[src/hdl/lsc_pkg.sv]
package lsc_pkg;

  localparam int COUNT_W = 16;
  localparam int LUX_W   = 32;
  localparam int IRF_W   = 17;
  localparam int IAC_W   = 30;
  localparam int ACC_W   = 32;
  localparam int PROD_W  = 39;
  localparam int DEN_W   = 29;
  localparam int COEF_W  = 15;
  localparam int ITER_W  = 6;
  localparam int CFG_AW  = 3;
  localparam int CFG_DW  = 32;
  localparam int IRF_PAD = PROD_W - IAC_W - 2;

  localparam logic [ITER_W-1:0] LUX_ITERS = ITER_W'(PROD_W);
  localparam logic [ITER_W-1:0] IRF_ITERS = ITER_W'(LUX_W);

  localparam logic [COEF_W-1:0] COEF_B     = 15'd26870;
  localparam logic [COEF_W-1:0] COEF_C     = 15'd9667;
  localparam logic [COEF_W-1:0] COEF_D     = 15'd14090;
  localparam logic [COEF_W-1:0] DEV_FACTOR = 15'd408;

  localparam logic [COUNT_W-1:0] SAT_LONG  = 16'd65535;
  localparam logic [COUNT_W-1:0] SAT_SHORT = 16'd36863;
  localparam logic [COUNT_W-1:0] RIP_LONG  = 16'd49151;
  localparam logic [COUNT_W-1:0] RIP_SHORT = 16'd27647;

  localparam logic [2:0] INTEG_MAX   = 3'd5;
  localparam logic [1:0] GAIN_RESET  = 2'd1;
  localparam logic [2:0] INTEG_RESET = 3'd0;

  localparam logic REG_GAIN  = 1'b0;
  localparam logic REG_INTEG = 1'b1;

  // Divisor time_ms * gain * 64, rows by gain select, columns by integration time.
  localparam logic [DEN_W-1:0] DEN_TAB [4][6] = '{
    '{29'd6400, 29'd12800, 29'd19200, 29'd25600, 29'd32000, 29'd38400},
    '{29'd160000, 29'd320000, 29'd480000, 29'd640000, 29'd800000, 29'd960000},
    '{29'd2560000, 29'd5120000, 29'd7680000, 29'd10240000, 29'd12800000,
      29'd15360000},
    '{29'd58880000, 29'd117760000, 29'd176640000, 29'd235520000, 29'd294400000,
      29'd353280000}
  };

  typedef struct packed {
    logic              start;
    logic [ITER_W-1:0] iters;
  } div_cmd_t;

  typedef struct packed {
    logic busy;
    logic done;
  } div_sts_t;

  function automatic logic [2:0] integ_clamp(input logic [2:0] idx);
    integ_clamp = (idx > INTEG_MAX) ? INTEG_MAX : idx;
  endfunction

  function automatic logic [DEN_W-1:0] den_lookup(input logic [1:0] gain,
                                                  input logic [2:0] integ);
    den_lookup = DEN_TAB[gain][integ_clamp(integ)];
  endfunction

endpackage

[src/hdl/lsc_if.sv]
interface lsc_in_if;
  logic                           valid;
  logic                           ready;
  logic [lsc_pkg::COUNT_W-1:0]    full_count;
  logic [lsc_pkg::COUNT_W-1:0]    ir_count;

  modport source (output valid, full_count, ir_count, input ready);
  modport sink (input valid, full_count, ir_count, output ready);
endinterface

interface lsc_out_if;
  logic                         valid;
  logic                         ready;
  logic                         status;
  logic                         saturated;
  logic                         ripple_saturated;
  logic [lsc_pkg::LUX_W-1:0]    lux_q8;
  logic [lsc_pkg::IRF_W-1:0]    ir_factor_q16;

  modport source (output valid, status, saturated, ripple_saturated, lux_q8,
                  ir_factor_q16, input ready);
  modport sink (input valid, status, saturated, ripple_saturated, lux_q8,
                ir_factor_q16, output ready);
endinterface

[src/hdl/lsc_div.sv]
module lsc_div (
  input  logic                          clk,
  input  logic                          rst_n,
  input  lsc_pkg::div_cmd_t             cmd,
  input  logic [lsc_pkg::PROD_W-1:0]    dividend,
  input  logic [lsc_pkg::DEN_W-1:0]     divisor,
  output lsc_pkg::div_sts_t             sts,
  output logic [lsc_pkg::LUX_W-1:0]     quotient
);
  import lsc_pkg::*;

  logic [PROD_W-1:0] dvd_r, dvd_nxt;
  logic [DEN_W-1:0]  rem_r, rem_nxt;
  logic [DEN_W-1:0]  dsr_r, dsr_nxt;
  logic [ITER_W-1:0] cnt_r, cnt_nxt;
  logic              busy_r, busy_nxt;
  logic              done_r, done_nxt;
  logic [DEN_W:0]    shifted;
  logic [DEN_W+1:0]  diff;
  logic              qbit;

  assign shifted = {rem_r, dvd_r[PROD_W-1]};
  assign diff    = {1'b0, shifted} - {2'b00, dsr_r};
  assign qbit    = ~diff[DEN_W+1];

  always_comb begin
    dvd_nxt  = dvd_r;
    rem_nxt  = rem_r;
    dsr_nxt  = dsr_r;
    cnt_nxt  = cnt_r;
    busy_nxt = busy_r;
    done_nxt = 1'b0;
    if (cmd.start) begin
      dvd_nxt  = dividend;
      rem_nxt  = '0;
      dsr_nxt  = divisor;
      cnt_nxt  = cmd.iters;
      busy_nxt = 1'b1;
    end else if (busy_r) begin
      dvd_nxt = {dvd_r[PROD_W-2:0], qbit};
      rem_nxt = qbit ? diff[DEN_W-1:0] : shifted[DEN_W-1:0];
      cnt_nxt = cnt_r - 1'b1;
      if (cnt_r == ITER_W'(1)) begin
        busy_nxt = 1'b0;
        done_nxt = 1'b1;
      end
    end
  end

  always_ff @(posedge clk) begin
    dvd_r <= dvd_nxt;
    rem_r <= rem_nxt;
    dsr_r <= dsr_nxt;
    cnt_r <= cnt_nxt;
    if (!rst_n) begin
      busy_r <= 1'b0;
      done_r <= 1'b0;
    end else begin
      busy_r <= busy_nxt;
      done_r <= done_nxt;
    end
  end

  assign sts.busy = busy_r;
  assign sts.done = done_r;
  assign quotient = dvd_r[LUX_W-1:0];

endmodule

[src/hdl/light_sensor_lux_calc.sv]
// Channel    Direction  Carries
// in_chan    sink       full_count, ir_count
// out_chan   source     status, saturated, ripple_saturated, lux_q8, ir_factor_q16
// cfg_*      APB slave  gain_index at 0x0, integ_index at 0x4
//
// An item that overflows skips the arithmetic and is loaded into the output
// register once it is free. A zero full count skips the IR factor division.
// Any other item passes through one shared multiplier used four times and one
// restoring divider that runs 39 steps for lux and 32 steps for the IR factor.
// A new item is accepted once the previous result has moved to the output register.
// Reset is synchronous and clears control state, the held lux and the held IR factor.
module light_sensor_lux_calc (
  input  logic                          clk,
  input  logic                          rst_n,
  lsc_in_if.sink                        in_chan,
  lsc_out_if.source                     out_chan,
  input  logic                          cfg_psel,
  input  logic                          cfg_penable,
  input  logic                          cfg_pwrite,
  input  logic [lsc_pkg::CFG_AW-1:0]    cfg_paddr,
  input  logic [lsc_pkg::CFG_DW-1:0]    cfg_pwdata,
  output logic [lsc_pkg::CFG_DW-1:0]    cfg_prdata,
  output logic                          cfg_pready
);
  import lsc_pkg::*;

  typedef enum logic [11:0] {
    S_IDLE     = 12'b000000000001,
    S_MUL_B    = 12'b000000000010,
    S_MUL_C    = 12'b000000000100,
    S_MUL_D    = 12'b000000001000,
    S_SUB      = 12'b000000010000,
    S_MAX      = 12'b000000100000,
    S_SCALE    = 12'b000001000000,
    S_LUX_GO   = 12'b000010000000,
    S_LUX_WAIT = 12'b000100000000,
    S_IRF_GO   = 12'b001000000000,
    S_IRF_WAIT = 12'b010000000000,
    S_FIN      = 12'b100000000000
  } state_t;

  state_t                   state_r, state_nxt;
  logic [1:0]               gain_r;
  logic [2:0]               integ_r;
  logic [COUNT_W-1:0]       full_r, full_nxt;
  logic [COUNT_W-1:0]       ir_r, ir_nxt;
  logic                     ovf_r, ovf_nxt;
  logic                     rip_r, rip_nxt;
  logic [PROD_W-1:0]        prod_r, prod_nxt;
  logic signed [ACC_W-1:0]  acc1_r, acc1_nxt;
  logic signed [ACC_W-1:0]  acc2_r, acc2_nxt;
  logic signed [ACC_W-1:0]  pick;
  logic [IAC_W-1:0]         iac_r, iac_nxt;
  logic [LUX_W-1:0]         held_lux_r, held_lux_nxt;
  logic [IRF_W-1:0]         held_irf_r, held_irf_nxt;
  logic                     out_valid_r;
  logic                     out_status_r;
  logic                     out_sat_r;
  logic                     out_rip_r;
  logic [LUX_W-1:0]         out_lux_r;
  logic [IRF_W-1:0]         out_irf_r;
  logic                     out_load;
  logic                     long_time;
  logic [COUNT_W-1:0]       sat_lvl;
  logic [COUNT_W-1:0]       rip_lvl;
  logic                     in_ovf;
  logic                     in_rip;
  logic [IAC_W-1:0]         mul_a;
  logic [COEF_W-1:0]        mul_b;
  logic                     mul_en;
  logic [PROD_W-1:0]        mul_p;
  div_cmd_t                 div_cmd;
  div_sts_t                 div_sts;
  logic [PROD_W-1:0]        div_dvd;
  logic [DEN_W-1:0]         div_dsr;
  logic [LUX_W-1:0]         div_q;
  logic                     cfg_wr;

  assign cfg_pready = 1'b1;
  assign cfg_wr     = cfg_psel && cfg_penable && cfg_pwrite;
  assign cfg_prdata = (cfg_paddr[2] == REG_INTEG) ? CFG_DW'(integ_r) : CFG_DW'(gain_r);

  always_ff @(posedge clk) begin
    if (!rst_n) begin
      gain_r  <= GAIN_RESET;
      integ_r <= INTEG_RESET;
    end else if (cfg_wr) begin
      case (cfg_paddr[2])
        REG_GAIN:  gain_r  <= cfg_pwdata[1:0];
        REG_INTEG: integ_r <= cfg_pwdata[2:0];
        default: begin
        end
      endcase
    end
  end

  // Every integration time from 200 ms up lies above the long-time threshold.
  assign long_time = (integ_clamp(integ_r) != INTEG_RESET);
  assign sat_lvl   = long_time ? SAT_LONG : SAT_SHORT;
  assign rip_lvl   = long_time ? RIP_LONG : RIP_SHORT;
  assign in_ovf    = (in_chan.full_count >= sat_lvl) || (in_chan.ir_count >= sat_lvl);
  assign in_rip    = (in_chan.full_count >= rip_lvl) || (in_chan.ir_count >= rip_lvl);

  assign mul_p    = {{(PROD_W-IAC_W){1'b0}}, mul_a} * {{(PROD_W-COEF_W){1'b0}}, mul_b};
  assign pick     = (acc1_r > acc2_r) ? acc1_r : acc2_r;
  assign in_chan.ready = (state_r == S_IDLE);
  assign out_load = (state_r == S_FIN) && (!out_valid_r || out_chan.ready);

  always_comb begin
    state_nxt    = state_r;
    full_nxt     = full_r;
    ir_nxt       = ir_r;
    ovf_nxt      = ovf_r;
    rip_nxt      = rip_r;
    acc1_nxt     = acc1_r;
    acc2_nxt     = acc2_r;
    iac_nxt      = iac_r;
    held_lux_nxt = held_lux_r;
    held_irf_nxt = held_irf_r;
    mul_a        = '0;
    mul_b        = '0;
    mul_en       = 1'b0;
    div_cmd      = '0;
    div_dvd      = '0;
    div_dsr      = '0;
    case (state_r)
      S_IDLE: begin
        if (in_chan.valid) begin
          full_nxt  = in_chan.full_count;
          ir_nxt    = in_chan.ir_count;
          ovf_nxt   = in_ovf;
          rip_nxt   = in_rip;
          state_nxt = in_ovf ? S_FIN : S_MUL_B;
        end
      end
      S_MUL_B: begin
        mul_a     = IAC_W'(ir_r);
        mul_b     = COEF_B;
        mul_en    = 1'b1;
        state_nxt = S_MUL_C;
      end
      S_MUL_C: begin
        acc1_nxt  = $signed({2'b00, full_r, 14'd0}) - $signed({1'b0, prod_r[ACC_W-2:0]});
        mul_a     = IAC_W'(full_r);
        mul_b     = COEF_C;
        mul_en    = 1'b1;
        state_nxt = S_MUL_D;
      end
      S_MUL_D: begin
        acc2_nxt  = $signed({1'b0, prod_r[ACC_W-2:0]});
        mul_a     = IAC_W'(ir_r);
        mul_b     = COEF_D;
        mul_en    = 1'b1;
        state_nxt = S_SUB;
      end
      S_SUB: begin
        acc2_nxt  = acc2_r - $signed({1'b0, prod_r[ACC_W-2:0]});
        state_nxt = S_MAX;
      end
      S_MAX: begin
        iac_nxt   = pick[ACC_W-1] ? '0 : pick[IAC_W-1:0];
        state_nxt = S_SCALE;
      end
      S_SCALE: begin
        mul_a     = iac_r;
        mul_b     = DEV_FACTOR;
        mul_en    = 1'b1;
        state_nxt = S_LUX_GO;
      end
      S_LUX_GO: begin
        div_cmd.start = 1'b1;
        div_cmd.iters = LUX_ITERS;
        div_dvd       = prod_r;
        div_dsr       = den_lookup(gain_r, integ_r);
        state_nxt     = S_LUX_WAIT;
      end
      S_LUX_WAIT: begin
        if (div_sts.done) begin
          held_lux_nxt = div_q;
          state_nxt    = S_IRF_GO;
        end
      end
      S_IRF_GO: begin
        if (full_r == '0) begin
          held_irf_nxt = '0;
          state_nxt    = S_FIN;
        end else begin
          div_cmd.start = 1'b1;
          div_cmd.iters = IRF_ITERS;
          div_dvd       = {iac_r, 2'b00, {IRF_PAD{1'b0}}};
          div_dsr       = DEN_W'(full_r);
          state_nxt     = S_IRF_WAIT;
        end
      end
      S_IRF_WAIT: begin
        if (div_sts.done) begin
          held_irf_nxt = div_q[IRF_W-1:0];
          state_nxt    = S_FIN;
        end
      end
      S_FIN: begin
        if (out_load) begin
          state_nxt = S_IDLE;
        end
      end
      default: begin
        state_nxt = S_IDLE;
      end
    endcase
  end

  assign prod_nxt = mul_en ? mul_p : prod_r;

  lsc_div u_div (
    .clk      (clk),
    .rst_n    (rst_n),
    .cmd      (div_cmd),
    .dividend (div_dvd),
    .divisor  (div_dsr),
    .sts      (div_sts),
    .quotient (div_q)
  );

  always_ff @(posedge clk) begin
    full_r <= full_nxt;
    ir_r   <= ir_nxt;
    ovf_r  <= ovf_nxt;
    rip_r  <= rip_nxt;
    prod_r <= prod_nxt;
    acc1_r <= acc1_nxt;
    acc2_r <= acc2_nxt;
    iac_r  <= iac_nxt;
    if (out_load) begin
      out_status_r <= ovf_r;
      out_sat_r    <= ovf_r;
      out_rip_r    <= rip_r;
      out_lux_r    <= held_lux_r;
      out_irf_r    <= held_irf_r;
    end
    if (!rst_n) begin
      state_r     <= S_IDLE;
      held_lux_r  <= '0;
      held_irf_r  <= '0;
      out_valid_r <= 1'b0;
    end else begin
      state_r    <= state_nxt;
      held_lux_r <= held_lux_nxt;
      held_irf_r <= held_irf_nxt;
      if (out_load) begin
        out_valid_r <= 1'b1;
      end else if (out_chan.ready) begin
        out_valid_r <= 1'b0;
      end
    end
  end

  assign out_chan.valid            = out_valid_r;
  assign out_chan.status           = out_status_r;
  assign out_chan.saturated        = out_sat_r;
  assign out_chan.ripple_saturated = out_rip_r;
  assign out_chan.lux_q8           = out_lux_r;
  assign out_chan.ir_factor_q16    = out_irf_r;

  a_div_start_idle: assert property (@(posedge clk) disable iff (!rst_n)
    div_cmd.start |-> !div_sts.busy)
    else $error("divider started while busy");

  a_ovf_flags: assert property (@(posedge clk) disable iff (!rst_n)
    (out_valid_r && out_status_r) |-> (out_sat_r && out_rip_r))
    else $error("overflow result without saturation flags");

  a_irf_range: assert property (@(posedge clk) disable iff (!rst_n)
    out_valid_r |-> (out_irf_r <= 17'd65536))
    else $error("IR factor above one");

  a_held_on_accept: assert property (@(posedge clk) disable iff (!rst_n)
    (state_r == S_IDLE) |=> ($stable(held_lux_r) && $stable(held_irf_r)))
    else $error("held values changed on item acceptance");

endmodule

[src/flat_wrapper.sv]
// flat-port wrapper written by rule: the top's interface ports become plain ports
module light_sensor_lux_calc_flat import lsc_pkg::*;
  (clk, rst_n, cfg_psel, cfg_penable, cfg_pwrite, cfg_paddr, cfg_pwdata, cfg_prdata, cfg_pready, in_chan_valid, in_chan_full_count, in_chan_ir_count, in_chan_ready, out_chan_valid, out_chan_status, out_chan_saturated, out_chan_ripple_saturated, out_chan_lux_q8, out_chan_ir_factor_q16, out_chan_ready);
  lsc_in_if in_chan_i ();
  lsc_out_if out_chan_i ();
  input  logic clk;
  input  logic rst_n;
  input  logic cfg_psel;
  input  logic cfg_penable;
  input  logic cfg_pwrite;
  input  logic [lsc_pkg::CFG_AW-1:0] cfg_paddr;
  input  logic [lsc_pkg::CFG_DW-1:0] cfg_pwdata;
  output logic [lsc_pkg::CFG_DW-1:0] cfg_prdata;
  output logic cfg_pready;
  input wire logic [$bits(in_chan_i.valid)-1:0] in_chan_valid;
  input wire logic [$bits(in_chan_i.full_count)-1:0] in_chan_full_count;
  input wire logic [$bits(in_chan_i.ir_count)-1:0] in_chan_ir_count;
  output wire logic [$bits(in_chan_i.ready)-1:0] in_chan_ready;
  output wire logic [$bits(out_chan_i.valid)-1:0] out_chan_valid;
  output wire logic [$bits(out_chan_i.status)-1:0] out_chan_status;
  output wire logic [$bits(out_chan_i.saturated)-1:0] out_chan_saturated;
  output wire logic [$bits(out_chan_i.ripple_saturated)-1:0] out_chan_ripple_saturated;
  output wire logic [$bits(out_chan_i.lux_q8)-1:0] out_chan_lux_q8;
  output wire logic [$bits(out_chan_i.ir_factor_q16)-1:0] out_chan_ir_factor_q16;
  input wire logic [$bits(out_chan_i.ready)-1:0] out_chan_ready;
  assign in_chan_i.valid = in_chan_valid;
  assign in_chan_i.full_count = in_chan_full_count;
  assign in_chan_i.ir_count = in_chan_ir_count;
  assign in_chan_ready = in_chan_i.ready;
  assign out_chan_valid = out_chan_i.valid;
  assign out_chan_status = out_chan_i.status;
  assign out_chan_saturated = out_chan_i.saturated;
  assign out_chan_ripple_saturated = out_chan_i.ripple_saturated;
  assign out_chan_lux_q8 = out_chan_i.lux_q8;
  assign out_chan_ir_factor_q16 = out_chan_i.ir_factor_q16;
  assign out_chan_i.ready = out_chan_ready;
  light_sensor_lux_calc u_core (.clk(clk), .rst_n(rst_n), .in_chan(in_chan_i), .out_chan(out_chan_i), .cfg_psel(cfg_psel), .cfg_penable(cfg_penable), .cfg_pwrite(cfg_pwrite), .cfg_paddr(cfg_paddr), .cfg_pwdata(cfg_pwdata), .cfg_prdata(cfg_prdata), .cfg_pready(cfg_pready));
endmodule
[config.mk]
export PLATFORM = sky130hd
export DESIGN_NAME = light_sensor_lux_calc_flat
export DESIGN_NICKNAME = d
export VERILOG_FILES = /design/src/hdl/lsc_pkg.sv /design/src/hdl/lsc_if.sv /design/src/hdl/lsc_div.sv /design/src/hdl/light_sensor_lux_calc.sv /design/src/flat_wrapper.sv
export SDC_FILE = /design/constraint.sdc
export NUM_CORES = 2
export LEC_CHECK = 0
export ABC_AREA = 1
export BUFFER_PORTS_ARGS = -buffer_cell sky130_fd_sc_hd__buf_2
export CAP_MARGIN = 20
export CORE_MARGIN = 2
export CORE_UTILIZATION = 47
export CTS_BUF_LIST = sky130_fd_sc_hd__clkbuf_4 sky130_fd_sc_hd__clkbuf_8 sky130_fd_sc_hd__clkbuf_16
export CTS_CLUSTER_SIZE = 14
export DETAILED_ROUTE_END_ITERATION = 10
export PLACE_DENSITY = 0.74
export SLEW_MARGIN = 20
export SYNTH_ARGS = -nofsm -noshare
export SYNTH_HDL_FRONTEND = slang
export SYNTH_HIERARCHICAL = 1
export SYNTH_SLANG_ARGS = --single-unit
[constraint.sdc]
create_clock -name clk -period 8.4 [get_ports clk]
set_clock_uncertainty 0.15 [all_clocks]
set_input_delay 0 -clock clk [delete_from_list [all_inputs] [get_ports clk]]
set_output_delay 0 -clock clk [all_outputs]
set_load 0.005 [all_outputs]
==> results.yml <==
run_status:
  status: "finished clean"
route:
  vias_per_cell: 5.18
  ant_nets: 0
  drcViolationCount: 0
  wirelength_um: 101000
  wire_per_inst_um: 18.0
  first_pass_iters: 6
  via_count: 28900
  first_iter_violations: 2720
clock_network:
  cts.root.buffer_cell: "clkbuf_16"
  htree_levels: 2
  path_clk_slew_ps: 60
  cts.sinks: 390
  insertion_delay_ps: 600
  cts_buffers: 44
  cts_tree: "yes"
  clockBufferDepth: 3
layout:
  fin_cells: 5582
  fin_util_pct: 52.4
  drive_gt1_share_pct: 7.23
  antenna_cells: 0
  fin_area_um2: 39600
  syn_to_final_growth_pct: 11.0
  nNetsFinal: 5199
floorplan:
  dieArea_um2: 78100
  io_pins: 161
  coreArea_um2: 75600
  die_h_um: 279
  rows: 101
  start_util_pct: 47.2
  die_width_um: 279
critical_path:
  slowest_stage: "fa_1"
  cp-start-kind: "register"
  reg2reg_slack_ps: 390
  crit_type: "register to register"
  cp.required_ps: 8600
  worstPathArrival_ps: 8200
  max_stage_delay_ps: 580
  crit_fanout: 16
  critPathCaptureType: "register"
placement:
  dp_slack_ps: 334
  io_buffers: 99
  dp_cells: 5433
  placed_area_um2: 37300
  gp_congestion: 0.994
  hpwl_um: 81300
hold_path:
  hp-class: "input port to register"
sta:
  fin_crit_ps: 8010
  fin_ws_ps: 394
  setup_tns_ps: 0
  worst-slew-pin-transition_ps: 1030
  relSlewSlack_pct: 30.9
  period_share_pct: 95.3
  finalSetupViolations: 0
  fmax_mhz: 125
  slew_viol_final: 0
  hold_viol: 0
  rsz0062_at_grt: "no"
  fin_hold_ws_ps: 11.9
global_routing:
  grt_pass1_vias: 28600
  grt_use_total_pct: 26.1
  grt_overflow: 0
  antenna_found_initial: 1
  grt_max_degree: 61
  grt_first_pass_wirelength_um: 158000
power_and_ir_drop:
  finalPower_mw: 8.45
  ir_drop_v: 0.000252
  cellPowerDensity_nw_per_um2: 213
  p_leak_nw: 19.5
yosys:
  synth_area_um2: 35700
  yosys_warnings: 6
  avgSynthCellArea_um2: 8.27
  syn_inst: 4315
run:
  drv_cap: 0
## report_power, final
| part | internal (mW) | switching [mW] | total, mW |
|---|---|---|---|
| logic | 1.44 | 2.55 | 3.99 |
| registers | 2.31 | 0.0871 | 2.40 |
| clock network | 1.20 | 0.867 | 2.06 |
| total | 4.94 | 3.51 | 8.45 |
## registers in the layout, summed over array words and instances, names as in the netlist, 3 cells and up
register                       flops
u_core/prod_r                     39
u_core/acc2_r                     32
u_core/out_chan.ir_factor_q16     17
u_core/iac_r                      30
u_core/state_r                    12
u_core/held_lux_r                 32
u_core/u_div/dvd_r                39
u_core/ir_r                       16
u_core/full_r                     16
u_core/u_div/rem_r                29
u_core/acc1_r                     32
u_core/u_div/dsr_r                29
u_core/integ_r                     3
u_core/u_div/cnt_r                 6
u_core/held_irf_r                 17
u_core/out_chan.lux_q8            32
## cells in the final DEF (no fill, tap or decap), drive strengths merged, types with 8 or more instances in the layout
cell,instances
nand3,183
dlygate4sd3,68
o21a,9
inv,1019
o21bai,9
nor3,27
nor2,342
o22ai,39
clkinv,11
clkbuf,58
fa,351
a21oi,221
ha,204
o21ai,185
a31oi,13
nand3b,19
conb,167
nand4,71
dfxtp,98
buf,126
edfxtp,292
nor4,14
xor2,58
or2,8
nand2,937
xnor2,26
## critical path: cells and delay by family (launching register included)
family | cells | cell delay, ps
flops | 1 | 320
compound gates | 6 | 1090
xor+xnor | 1 | 170
buf+inv | 8 | 980
simple gates | 8 | 1360
fa+ha+maj | 7 | 3650
## metal layers
metal | global-route usage (%) | vias up | part of all wire [%]
li1 | - | 13800 | -
met4 | 9.74 | 2 | 4.0
met5 | 0 | - | 0.013
met3 | 3.95 | 213 | 8.7
met1 | 35.7 | 13700 | 42
met2 | 42.1 | 1246 | 45
## cell type report
type / instances / area (um2)
Fill cell: 6977 / 36000
Multi-Input combinational cell: 2925 / 20900
Sequential cell: 390 / 10700
Inverter: 1015 / 3820
Timing Repair Buffer: 194 / 1400
Clock buffer: 58 / 1290
Tap cell: 978 / 1220
Clock inverter: 22 / 244
## what timing repair did
| action | 4_1_cts | 5_1_grt |
|---|---|---|
| setup buffers | 0 | 0 |
| endpoints found under the setup margin | 0 | 3 |
| endpoints found under the hold margin | 96 | 0 |
| hold buffers | 68 | 0 |
| gates resized for setup | 0 | 4 |
## final timing paths
check	startpoint	endpoint	depth (start not counted)
min reg2reg	u_core/rip_r	u_core/out_chan.ripple_saturated	0
max reg2reg	u_core/state_r[9]	u_core/prod_r[36]	30
max	u_core/state_r[9]	u_core/prod_r[36]	30
min	in_chan_full_count[9]	u_core/full_r[9]	2
Power figures use the tool's default switching activity.
